[src/rtl/pcoc_pkg.sv]
// Shared types, codes and constants for the phase current offset calibration block.
// No dependencies; every other file in rtl/ refers to this package by scoped names.
package pcoc_pkg;

    localparam int SAMPLES_LOG2_DEF = 10;
    localparam int ADC_BITS_DEF     = 12;
    localparam int NUM_PHASES       = 3;

    localparam int OPC_W  = 2;
    localparam int CUR_W  = 21;
    localparam int GAIN_W = 16;
    localparam int MID_W  = 12;
    localparam int WIN_W  = 12;
    localparam int CFG_IDX_W  = 2;
    localparam int CFG_DATA_W = 16;

    localparam logic [GAIN_W-1:0] GAIN_RESET     = 16'd256;
    localparam logic [MID_W-1:0]  MIDPOINT_RESET = 12'd2048;
    localparam logic [WIN_W-1:0]  WINDOW_RESET   = 12'd75;

    localparam logic signed [39:0] CUR_MAX = 40'sd1048575;
    localparam logic signed [39:0] CUR_MIN = -40'sd1048576;

    typedef enum logic [OPC_W-1:0] {
        OPC_RESTART = 2'd0,
        OPC_CAL     = 2'd1,
        OPC_CONVERT = 2'd2,
        OPC_NONE    = 2'd3
    } t_opcode;

    typedef enum logic [CFG_IDX_W-1:0] {
        CFG_GAIN     = 2'd0,
        CFG_MIDPOINT = 2'd1,
        CFG_WINDOW   = 2'd2,
        CFG_UNUSED   = 2'd3
    } t_cfg_index;

    // Per-request commands from the top level to each phase lane.
    typedef struct packed {
        logic load;     // request accepted: capture the scaled product
        logic acc;      // calibration sample
        logic fin;      // calibration sample that completes the run
        logic clr;      // restart calibration
    } t_lane_cmd;

    // What travels with a request from the first stage to the output stage.
    typedef struct packed {
        logic conv;
        logic done;
    } t_stage_ctrl;

endpackage

[src/rtl/pcoc_req_if.sv]
// Input request channel: opcode plus one ADC sample per phase.
// Depends on pcoc_pkg for the opcode width.
interface pcoc_req_if #(
    parameter int ADC_BITS = pcoc_pkg::ADC_BITS_DEF
);
    logic                         valid;
    logic                         ready;
    logic [pcoc_pkg::OPC_W-1:0]   opcode;
    logic [ADC_BITS-1:0]          sample_a;
    logic [ADC_BITS-1:0]          sample_b;
    logic [ADC_BITS-1:0]          sample_c;

    modport source (output valid, opcode, sample_a, sample_b, sample_c, input ready);
    modport sink   (input valid, opcode, sample_a, sample_b, sample_c, output ready);
endinterface

[src/rtl/pcoc_rsp_if.sv]
// Result channel: scaled phase currents and calibration status.
// Depends on pcoc_pkg for the current width.
interface pcoc_rsp_if;
    logic                              valid;
    logic                              ready;
    logic signed [pcoc_pkg::CUR_W-1:0] current_a;
    logic signed [pcoc_pkg::CUR_W-1:0] current_b;
    logic signed [pcoc_pkg::CUR_W-1:0] current_c;
    logic                              cal_done;
    logic                              cal_fault;

    modport source (output valid, current_a, current_b, current_c, cal_done, cal_fault,
                    input ready);
    modport sink   (input valid, current_a, current_b, current_c, cal_done, cal_fault,
                    output ready);
endinterface

[src/rtl/pcoc_cfg_if.sv]
// Configuration write channel: register index and write data.
// Depends on pcoc_pkg for the index and data widths.
interface pcoc_cfg_if;
    logic                              valid;
    logic                              ready;
    logic [pcoc_pkg::CFG_IDX_W-1:0]    index;
    logic [pcoc_pkg::CFG_DATA_W-1:0]   data;

    modport source (output valid, index, data, input ready);
    modport sink   (input valid, index, data, output ready);
endinterface

[src/rtl/pcoc_lane.sv]
// One phase lane: calibration accumulator, stored offset, gain multiply and saturation.
// Depends on pcoc_pkg for the command struct and the output range.
module pcoc_lane #(
    parameter int SAMPLES_LOG2 = pcoc_pkg::SAMPLES_LOG2_DEF,
    parameter int ADC_BITS     = pcoc_pkg::ADC_BITS_DEF
) (
    input  logic                              i_clk,
    input  logic                              i_rst_n,
    input  pcoc_pkg::t_lane_cmd               i_cmd,
    input  logic [ADC_BITS-1:0]               i_sample,
    input  logic [pcoc_pkg::GAIN_W-1:0]       i_gain,
    input  logic [pcoc_pkg::MID_W-1:0]        i_midpoint,
    input  logic [pcoc_pkg::WIN_W-1:0]        i_window,
    output logic signed [pcoc_pkg::CUR_W-1:0] o_current,
    output logic                              o_out_window
);
    localparam int SUM_W  = ADC_BITS + SAMPLES_LOG2;
    localparam int DIFF_W = ADC_BITS + 1;
    localparam int PROD_W = DIFF_W + pcoc_pkg::GAIN_W + 1;
    localparam int CMP_W  = ((ADC_BITS > 14) ? ADC_BITS : 14) + 2;
    localparam logic [ADC_BITS-1:0] OFFSET_RESET = ADC_BITS'(1) << (ADC_BITS - 1);

    logic [SUM_W-1:0]         r_sum, n_sum;
    logic [ADC_BITS-1:0]      r_offset, n_offset;
    logic signed [PROD_W-1:0] r_prod;

    logic [SUM_W-1:0]         sum_plus;
    logic signed [DIFF_W-1:0] diff;
    logic signed [PROD_W-1:0] prod;
    logic signed [PROD_W-1:0] prod_sh;
    logic signed [39:0]       q_ext;
    logic signed [CMP_W-1:0]  off_s, hi_s, lo_s;

    assign sum_plus = r_sum + SUM_W'(i_sample);

    always_comb begin
        n_sum    = r_sum;
        n_offset = r_offset;
        if (i_cmd.clr) begin
            n_sum = '0;
        end else if (i_cmd.acc) begin
            if (i_cmd.fin) begin
                n_offset = sum_plus[SUM_W-1:SAMPLES_LOG2];
                n_sum    = '0;
            end else begin
                n_sum = sum_plus;
            end
        end
    end

    always_ff @(posedge i_clk) begin
        if (!i_rst_n) begin
            r_sum    <= '0;
            r_offset <= OFFSET_RESET;
        end else begin
            r_sum    <= n_sum;
            r_offset <= n_offset;
        end
    end

    // Offset-corrected sample times the unsigned gain, registered before the shift.
    assign diff = $signed({1'b0, i_sample}) - $signed({1'b0, r_offset});
    assign prod = PROD_W'(diff) * $signed({1'b0, i_gain});

    always_ff @(posedge i_clk) begin
        if (i_cmd.load) begin
            r_prod <= prod;
        end
    end

    // Arithmetic shift gives the floor of the Q8.8 product, then clamp to 21 bits.
    assign prod_sh = r_prod >>> 8;
    assign q_ext   = 40'(prod_sh);

    always_comb begin
        if (q_ext > pcoc_pkg::CUR_MAX) begin
            o_current = pcoc_pkg::CUR_MAX[pcoc_pkg::CUR_W-1:0];
        end else if (q_ext < pcoc_pkg::CUR_MIN) begin
            o_current = pcoc_pkg::CUR_MIN[pcoc_pkg::CUR_W-1:0];
        end else begin
            o_current = q_ext[pcoc_pkg::CUR_W-1:0];
        end
    end

    assign off_s = $signed(CMP_W'(r_offset));
    assign hi_s  = $signed(CMP_W'(i_midpoint)) + $signed(CMP_W'(i_window));
    assign lo_s  = $signed(CMP_W'(i_midpoint)) - $signed(CMP_W'(i_window));
    assign o_out_window = (off_s > hi_s) || (off_s < lo_s);

endmodule

[src/rtl/pcoc_merge.sv]
// Output stage: combines the three lanes into one result and holds it until taken.
// Depends on pcoc_pkg for the stage control struct and widths.
module pcoc_merge (
    input  logic                                i_clk,
    input  logic                                i_rst_n,
    input  logic                                i_s1_valid,
    input  pcoc_pkg::t_stage_ctrl               i_ctrl,
    input  logic signed [pcoc_pkg::CUR_W-1:0]   i_current [pcoc_pkg::NUM_PHASES],
    input  logic [pcoc_pkg::NUM_PHASES-1:0]     i_out_window,
    output logic                                o_advance,
    pcoc_rsp_if.source                          o_rsp
);
    logic                              r_valid;
    logic signed [pcoc_pkg::CUR_W-1:0] r_current [pcoc_pkg::NUM_PHASES];
    logic                              r_done;
    logic                              r_fault;

    assign o_advance = !r_valid || o_rsp.ready;

    always_ff @(posedge i_clk) begin
        if (!i_rst_n) begin
            r_valid <= 1'b0;
        end else if (o_advance) begin
            r_valid <= i_s1_valid;
        end
    end

    always_ff @(posedge i_clk) begin
        if (o_advance) begin
            for (int p = 0; p < pcoc_pkg::NUM_PHASES; p++) begin
                r_current[p] <= i_ctrl.conv ? i_current[p] : '0;
            end
            r_done  <= i_ctrl.done;
            r_fault <= i_ctrl.done && (|i_out_window);
        end
    end

    assign o_rsp.valid     = r_valid;
    assign o_rsp.current_a = r_current[0];
    assign o_rsp.current_b = r_current[1];
    assign o_rsp.current_c = r_current[2];
    assign o_rsp.cal_done  = r_done;
    assign o_rsp.cal_fault = r_fault;

endmodule

[src/rtl/phase_current_offset_calibrate_top.sv]
// Top level of the three-phase current-sense offset calibration block.
// Depends on pcoc_pkg, the three channel interfaces, pcoc_lane and pcoc_merge.
//
//  channel  | modport | carries
//  ---------+---------+-----------------------------------------------
//  i_req    | sink    | opcode, sample_a, sample_b, sample_c
//  o_rsp    | source  | current_a/b/c, cal_done, cal_fault
//  i_cfg    | sink    | index (gain, midpoint, window), data
//
// One request is accepted per cycle unless o_rsp stalls with both stages full; each result
// reaches o_rsp through two stages: the lanes' gain multiply, then the output register.
// A stall on o_rsp holds both stages; i_req.ready drops only when both are full.
// Reset restores the register defaults, clears the sums and count, and sets offsets to midscale.
module phase_current_offset_calibrate_top #(
    parameter int SAMPLES_LOG2 = pcoc_pkg::SAMPLES_LOG2_DEF,
    parameter int ADC_BITS     = pcoc_pkg::ADC_BITS_DEF
) (
    input  logic       i_clk,
    input  logic       i_rst_n,
    pcoc_req_if.sink   i_req,
    pcoc_rsp_if.source o_rsp,
    pcoc_cfg_if.sink   i_cfg
);
    logic [pcoc_pkg::GAIN_W-1:0] r_gain;
    logic [pcoc_pkg::MID_W-1:0]  r_midpoint;
    logic [pcoc_pkg::WIN_W-1:0]  r_window;
    logic [SAMPLES_LOG2-1:0]     r_count, n_count;
    logic                        r_s1_valid;
    pcoc_pkg::t_stage_ctrl       r_s1_ctrl;

    logic                        accept;
    logic                        advance;
    pcoc_pkg::t_opcode           opcode;
    pcoc_pkg::t_lane_cmd         cmd;
    logic [ADC_BITS-1:0]         samples [pcoc_pkg::NUM_PHASES];
    logic signed [pcoc_pkg::CUR_W-1:0] currents [pcoc_pkg::NUM_PHASES];
    logic [pcoc_pkg::NUM_PHASES-1:0]   out_window;

    assign i_cfg.ready = 1'b1;

    always_ff @(posedge i_clk) begin
        if (!i_rst_n) begin
            r_gain     <= pcoc_pkg::GAIN_RESET;
            r_midpoint <= pcoc_pkg::MIDPOINT_RESET;
            r_window   <= pcoc_pkg::WINDOW_RESET;
        end else if (i_cfg.valid) begin
            case (pcoc_pkg::t_cfg_index'(i_cfg.index))
                pcoc_pkg::CFG_GAIN:     r_gain     <= i_cfg.data;
                pcoc_pkg::CFG_MIDPOINT: r_midpoint <= i_cfg.data[pcoc_pkg::MID_W-1:0];
                pcoc_pkg::CFG_WINDOW:   r_window   <= i_cfg.data[pcoc_pkg::WIN_W-1:0];
                default: begin
                end
            endcase
        end
    end

    assign i_req.ready = !r_s1_valid || advance;
    assign accept      = i_req.valid && i_req.ready;
    assign opcode      = pcoc_pkg::t_opcode'(i_req.opcode);

    always_comb begin
        cmd      = '0;
        cmd.load = accept;
        cmd.acc  = accept && (opcode == pcoc_pkg::OPC_CAL);
        cmd.clr  = accept && (opcode == pcoc_pkg::OPC_RESTART);
        cmd.fin  = cmd.acc && (r_count == '1);
    end

    // The count wraps to zero on the sample that completes a run.
    always_comb begin
        n_count = r_count;
        if (cmd.clr) begin
            n_count = '0;
        end else if (cmd.acc) begin
            n_count = r_count + 1'b1;
        end
    end

    always_ff @(posedge i_clk) begin
        if (!i_rst_n) begin
            r_count    <= '0;
            r_s1_valid <= 1'b0;
        end else begin
            r_count <= n_count;
            if (accept) begin
                r_s1_valid <= 1'b1;
            end else if (advance) begin
                r_s1_valid <= 1'b0;
            end
        end
    end

    always_ff @(posedge i_clk) begin
        if (accept) begin
            r_s1_ctrl.conv <= (opcode == pcoc_pkg::OPC_CONVERT);
            r_s1_ctrl.done <= cmd.fin;
        end
    end

    assign samples[0] = i_req.sample_a;
    assign samples[1] = i_req.sample_b;
    assign samples[2] = i_req.sample_c;

    for (genvar p = 0; p < pcoc_pkg::NUM_PHASES; p++) begin : g_lane
        pcoc_lane #(
            .SAMPLES_LOG2 (SAMPLES_LOG2),
            .ADC_BITS     (ADC_BITS)
        ) u_lane (
            .i_clk        (i_clk),
            .i_rst_n      (i_rst_n),
            .i_cmd        (cmd),
            .i_sample     (samples[p]),
            .i_gain       (r_gain),
            .i_midpoint   (r_midpoint),
            .i_window     (r_window),
            .o_current    (currents[p]),
            .o_out_window (out_window[p])
        );
    end

    pcoc_merge u_merge (
        .i_clk        (i_clk),
        .i_rst_n      (i_rst_n),
        .i_s1_valid   (r_s1_valid),
        .i_ctrl       (r_s1_ctrl),
        .i_current    (currents),
        .i_out_window (out_window),
        .o_advance    (advance),
        .o_rsp        (o_rsp)
    );

endmodule

[src/flat_wrapper.sv]
// flat-port wrapper written by rule: the top's interface ports become plain ports
module phase_current_offset_calibrate_top_flat 
#(
    parameter int SAMPLES_LOG2 = pcoc_pkg::SAMPLES_LOG2_DEF,
    parameter int ADC_BITS     = pcoc_pkg::ADC_BITS_DEF
)
  (i_clk, i_rst_n, i_req_valid, i_req_opcode, i_req_sample_a, i_req_sample_b, i_req_sample_c, i_req_ready, o_rsp_valid, o_rsp_current_a, o_rsp_current_b, o_rsp_current_c, o_rsp_cal_done, o_rsp_cal_fault, o_rsp_ready, i_cfg_valid, i_cfg_index, i_cfg_data, i_cfg_ready);
  pcoc_req_if #(.ADC_BITS(ADC_BITS)) i_req_i ();
  pcoc_rsp_if o_rsp_i ();
  pcoc_cfg_if i_cfg_i ();
  input  logic i_clk;
  input  logic i_rst_n;
  input wire logic [$bits(i_req_i.valid)-1:0] i_req_valid;
  input wire logic [$bits(i_req_i.opcode)-1:0] i_req_opcode;
  input wire logic [$bits(i_req_i.sample_a)-1:0] i_req_sample_a;
  input wire logic [$bits(i_req_i.sample_b)-1:0] i_req_sample_b;
  input wire logic [$bits(i_req_i.sample_c)-1:0] i_req_sample_c;
  output wire logic [$bits(i_req_i.ready)-1:0] i_req_ready;
  output wire logic [$bits(o_rsp_i.valid)-1:0] o_rsp_valid;
  output wire logic [$bits(o_rsp_i.current_a)-1:0] o_rsp_current_a;
  output wire logic [$bits(o_rsp_i.current_b)-1:0] o_rsp_current_b;
  output wire logic [$bits(o_rsp_i.current_c)-1:0] o_rsp_current_c;
  output wire logic [$bits(o_rsp_i.cal_done)-1:0] o_rsp_cal_done;
  output wire logic [$bits(o_rsp_i.cal_fault)-1:0] o_rsp_cal_fault;
  input wire logic [$bits(o_rsp_i.ready)-1:0] o_rsp_ready;
  input wire logic [$bits(i_cfg_i.valid)-1:0] i_cfg_valid;
  input wire logic [$bits(i_cfg_i.index)-1:0] i_cfg_index;
  input wire logic [$bits(i_cfg_i.data)-1:0] i_cfg_data;
  output wire logic [$bits(i_cfg_i.ready)-1:0] i_cfg_ready;
  assign i_req_i.valid = i_req_valid;
  assign i_req_i.opcode = i_req_opcode;
  assign i_req_i.sample_a = i_req_sample_a;
  assign i_req_i.sample_b = i_req_sample_b;
  assign i_req_i.sample_c = i_req_sample_c;
  assign i_req_ready = i_req_i.ready;
  assign o_rsp_valid = o_rsp_i.valid;
  assign o_rsp_current_a = o_rsp_i.current_a;
  assign o_rsp_current_b = o_rsp_i.current_b;
  assign o_rsp_current_c = o_rsp_i.current_c;
  assign o_rsp_cal_done = o_rsp_i.cal_done;
  assign o_rsp_cal_fault = o_rsp_i.cal_fault;
  assign o_rsp_i.ready = o_rsp_ready;
  assign i_cfg_i.valid = i_cfg_valid;
  assign i_cfg_i.index = i_cfg_index;
  assign i_cfg_i.data = i_cfg_data;
  assign i_cfg_ready = i_cfg_i.ready;
  phase_current_offset_calibrate_top #(.SAMPLES_LOG2(SAMPLES_LOG2), .ADC_BITS(ADC_BITS)) u_core (.i_clk(i_clk), .i_rst_n(i_rst_n), .i_req(i_req_i), .o_rsp(o_rsp_i), .i_cfg(i_cfg_i));
endmodule
[config.mk]
export PLATFORM = sky130hd
export DESIGN_NAME = phase_current_offset_calibrate_top_flat
export DESIGN_NICKNAME = d
export VERILOG_FILES = /design/src/rtl/pcoc_pkg.sv /design/src/rtl/pcoc_req_if.sv /design/src/rtl/pcoc_rsp_if.sv /design/src/rtl/pcoc_cfg_if.sv /design/src/rtl/pcoc_lane.sv /design/src/rtl/pcoc_merge.sv /design/src/rtl/phase_current_offset_calibrate_top.sv /design/src/flat_wrapper.sv
export SDC_FILE = /design/constraint.sdc
export NUM_CORES = 2
export LEC_CHECK = 0
export BUFFER_PORTS_ARGS = -buffer_cell sky130_fd_sc_hd__buf_2
export CORE_MARGIN = 2
export CORE_UTILIZATION = 59
export DETAILED_ROUTE_END_ITERATION = 8
export HOLD_SLACK_MARGIN = 0.05
export PLACE_DENSITY = 0.9
export SETUP_SLACK_MARGIN = 0.1
export SLEW_MARGIN = 20
export SYNTH_ARGS = -nofsm -noshare
export SYNTH_HDL_FRONTEND = slang
export SYNTH_SLANG_ARGS = --single-unit
[constraint.sdc]
create_clock -name i_clk -period 7.66 [get_ports i_clk]
set_clock_uncertainty 0.15 [all_clocks]
set_input_delay 0.383 -clock i_clk [delete_from_list [all_inputs] [get_ports i_clk]]
set_output_delay 0.383 -clock i_clk [all_outputs]
set_load 0.005 [all_outputs]
==> metrics.txt <==
status finished with violations; failing checks negative setup slack; DP HPWL 70,200 µm; # rows 90; RSZ-0062 raised after global routing true; critical path's slowest cell fa_1; largest net degree at the start of global routing 87; Yosys warnings 0; setup ws final -0.218 ns; synth unique cells 80; CP most frequent cell fa_1; leakage 19.6 nW; 1st-iter DRT viols 3,099; CP required 7.83 ns; vias in the first global route 30,900; Synth Net Count 4,950; Max-Cap Viols 0; GRT Resource Usage Total 30.5%; sequential area share after synthesis 19.7%; Worst-path clk slew 0.06 ns; CTS sink cnt 287; # IOs 129; chip height 251 µm; Worst-Skew Late Latency 0.58 ns; pre-CTS WS -0.330 ns; share of layout cells above drive strength 1 12.4%; post-DR wirelength/cell 20.0 µm; relative slew slack 11.4%; PortBufs 127; core area 60,400 µm²; Power Density 192 nW/µm²; first-pass GRT wire length 153,000 µm; Worst Path Class, Setup flip-flop to flip-flop; Final setup violation count 13; root buf cell clkbuf_16; cell area after synthesis 36,000 µm²; Syn Inst Count 3,960; Vias 30,000; Synth Register Bits 287; CTS tree done; Power, Total 7.75 mW; gp weighted congestion 0.934; number of flops mapped to enable cells by yosys 133; Critical Path Fanout Max 7; fin crit period 7.88 ns; die width 251 µm; CP peak stage delay 0.57 ns; fraction of registers with async set/reset 0%; H-tree depth 2; Worst Max-Slew Pin Slew 1.33 ns; Multi-input gate area 26,800 µm²; initial antenna violation count 5; Detailed Routing Iterations Pass 1 6; Final Hold Viols 0; nets@finish 5,157; Critical Path Source Type flip-flop; register area 7100 µm²; Routed WL 99,400 µm; share of the clock period used by the worst path 103%; WP data arrival 8.05 ns; # fillers 4,164; GRT overflow 0; final slew viol count 0; die area 63,000 µm²; crit path capture type flip-flop; f_max 127 MHz; CTS max path bufs 3; area delta synth->final 12.2%; DR vias/cell 6.02; Post-synth top flop dfxtp_1; Num CTS Buffers 34; DRC violations left 0; Worst Hold Class primary input to flip-flop; Routed Antenna Nets 0; Avg Synthesized Cell Area 9.08 µm²; peak supply drop 214 µV; initial core utilization 59.6%
## power breakdown
part | internal [mW] | leakage (nW) | switching, mW
sequential | 1.97 | 2.65 | 0.0852
combinational | 1.84 | 16.4 | 2.22
clock | 0.921 | 0.520 | 0.708
total | 4.73 | 19.6 | 3.01
## cells by family (layout without fill, tap and decap cells)
family | Yosys count | in the layout | share of synthesized area [%]
compound gates | 530 | 530 | 9.65
simple gates | 1321 | 1321 | 17.0
fa+ha+maj | 929 | 929 | 42.1
mux | 1 | 1 | 0.0278
other cells | 1 | 5 | 0.0104
buf+inv | 729 | 961 | 7.63
flops | 287 | 287 | 19.7
xor+xnor | 162 | 162 | 3.94
## cell usage after synthesis, types with 4 or more instances
master | instances | area share, %
nand2b_1 | 62 | 1.1
clkbuf_1 | 166 | 1.7
inv_1 | 554 | 5.8
a21oi_1 | 141 | 2.0
o21a_1 | 34 | 0.71
dfxtp_1 | 154 | 8.6
xor2_1 | 60 | 1.5
nand4b_1 | 5 | 0.12
nand3b_1 | 6 | 0.13
nor3_1 | 37 | 0.51
a21o_1 | 56 | 1.2
and3_1 | 13 | 0.23
fa_1 | 467 | 26
a22oi_1 | 23 | 0.48
a2111oi_0 | 9 | 0.22
o211a_1 | 13 | 0.36
o31a_1 | 4 | 0.097
or4_1 | 4 | 0.083
edfxtp_1 | 133 | 11
and4_1 | 10 | 0.24
o41ai_1 | 5 | 0.12
a21boi_0 | 38 | 0.79
nand4_1 | 14 | 0.24
or2_2 | 26 | 0.45
nor2b_1 | 80 | 1.4
and2_1 | 139 | 2.4
o211ai_1 | 7 | 0.15
a31oi_1 | 21 | 0.37
nor2_1 | 313 | 3.3
nand2_1 | 530 | 5.5
o31ai_1 | 10 | 0.21
o21ai_0 | 115 | 1.6
a41oi_1 | 4 | 0.097
or3_1 | 19 | 0.33
o21bai_1 | 6 | 0.13
nand3_1 | 51 | 0.71
xnor2_1 | 102 | 2.5
ha_1 | 462 | 16
## layer usage
metal / vias up / track usage [%] / routed length (µm)
li1: 13200 / - / -
met1: 14200 / 36.4 / 35000
met2: 1923 / 50.6 / 45900
met5: - / 0 / 13
met3: 642 / 8.10 / 11500
met4: 2 / 16.3 / 6990
## metrics by stage
stage | hold WS [ns] | area (µm²) | std cells | util [%] | setup TNS, ns
3_5_place_dp | 0.300 | 38300 | 4855 | 63.5 | -2.96
6_report | 0.0955 | 40400 | 4978 | 66.9 | -1.18
3_3_place_gp | 0.293 | 38300 | 4855 | 63.5 | -0.419
2_1_floorplan | 0.282 | 36100 | 3960 | - | 0
4_1_cts | 0.0709 | 39800 | 4951 | 66.0 | 0
5_1_grt | 0.112 | 40400 | 4976 | 66.9 | -4.85
## layout by cell type, fill, tap and decap left out, types with 14 or more instances in the layout
master	synthesis	layout
inv_1	554	545
nand2_1	530	527
fa_1	467	462
ha_1	462	450
nor2_1	313	305
buf_4	1	190
dfxtp_1	154	145
and2_1	139	138
edfxtp_1	133	133
buf_2	3	127
a21oi_1	141	123
o21ai_0	115	97
xnor2_1	102	90
nor2b_1	80	79
nand2b_1	62	62
xor2_1	60	57
a21o_1	56	56
nand3_1	51	51
nor3_1	37	37
a21boi_0	38	37
o21a_1	34	34
clkbuf_16	0	34
or2_2	26	25
a22oi_1	23	23
a31oi_1	21	19
or3_1	19	18
dlygate4sd3_1	0	18
a21oi_2	0	16
nand4_1	14	14
## sequential cells by signal (all words and copies together), names as in the netlist, 10 cells and up
signal	cells
u_core.g_lane.u_lane.r_prod	66
u_core.g_lane.u_lane.r_sum	66
u_core.u_merge.r_current	63
u_core.g_lane.u_lane.r_offset	36
u_core.r_gain	16
u_core.r_midpoint	12
u_core.r_window	12
u_core.r_count	10
## final timing paths
kind                                                           end  cells past startpoint                           startpoint  slack (ns)
worst max-delay path            u_core.g_lane[0].u_lane.r_prod[26]                     28  u_core.g_lane[0].u_lane.r_offset[1]       -0.22
worst min-delay path              u_core.g_lane[1].u_lane.r_sum[0]                      4                    i_req_sample_b[0]         0.1
worst max register to register  u_core.g_lane[0].u_lane.r_prod[26]                     28  u_core.g_lane[0].u_lane.r_offset[1]       -0.22
worst min register to register    u_core.g_lane[1].u_lane.r_sum[0]                      2     u_core.g_lane[1].u_lane.r_sum[0]        0.31
## layout make-up
type | instances | area share [%]
clock buffers | 47 | 2.29
flip-flops and latches | 287 | 17.6
diodes | 4 | 0.0248
repair buffers | 344 | 5.84
clock inverters | 14 | 0.375
well taps | 782 | 2.42
multi-input cells | 2944 | 66.3
inverters | 556 | 5.17
## critical path: cells and delay by family, from the launching register on
| kind | cells | cell delay (ns) |
|---|---|---|
| xor gates and xnor gates | 2 | 0.30 |
| and+or+nand+nor | 2 | 0.46 |
| buffers and inverters | 2 | 0.26 |
| AOI/OAI and AO/OA | 14 | 2.74 |
| DFF | 1 | 0.32 |
| adders and majority gates | 8 | 3.40 |
## what timing repair did
action,CTS,global route
setup endpoints to repair,16,36
buffers inserted,17,26
hold buffers,18,0
endpoints found under the hold margin,41,0
gates resized for setup,36,73
pin swaps,39,62
(Power assumes the default switching activity.)
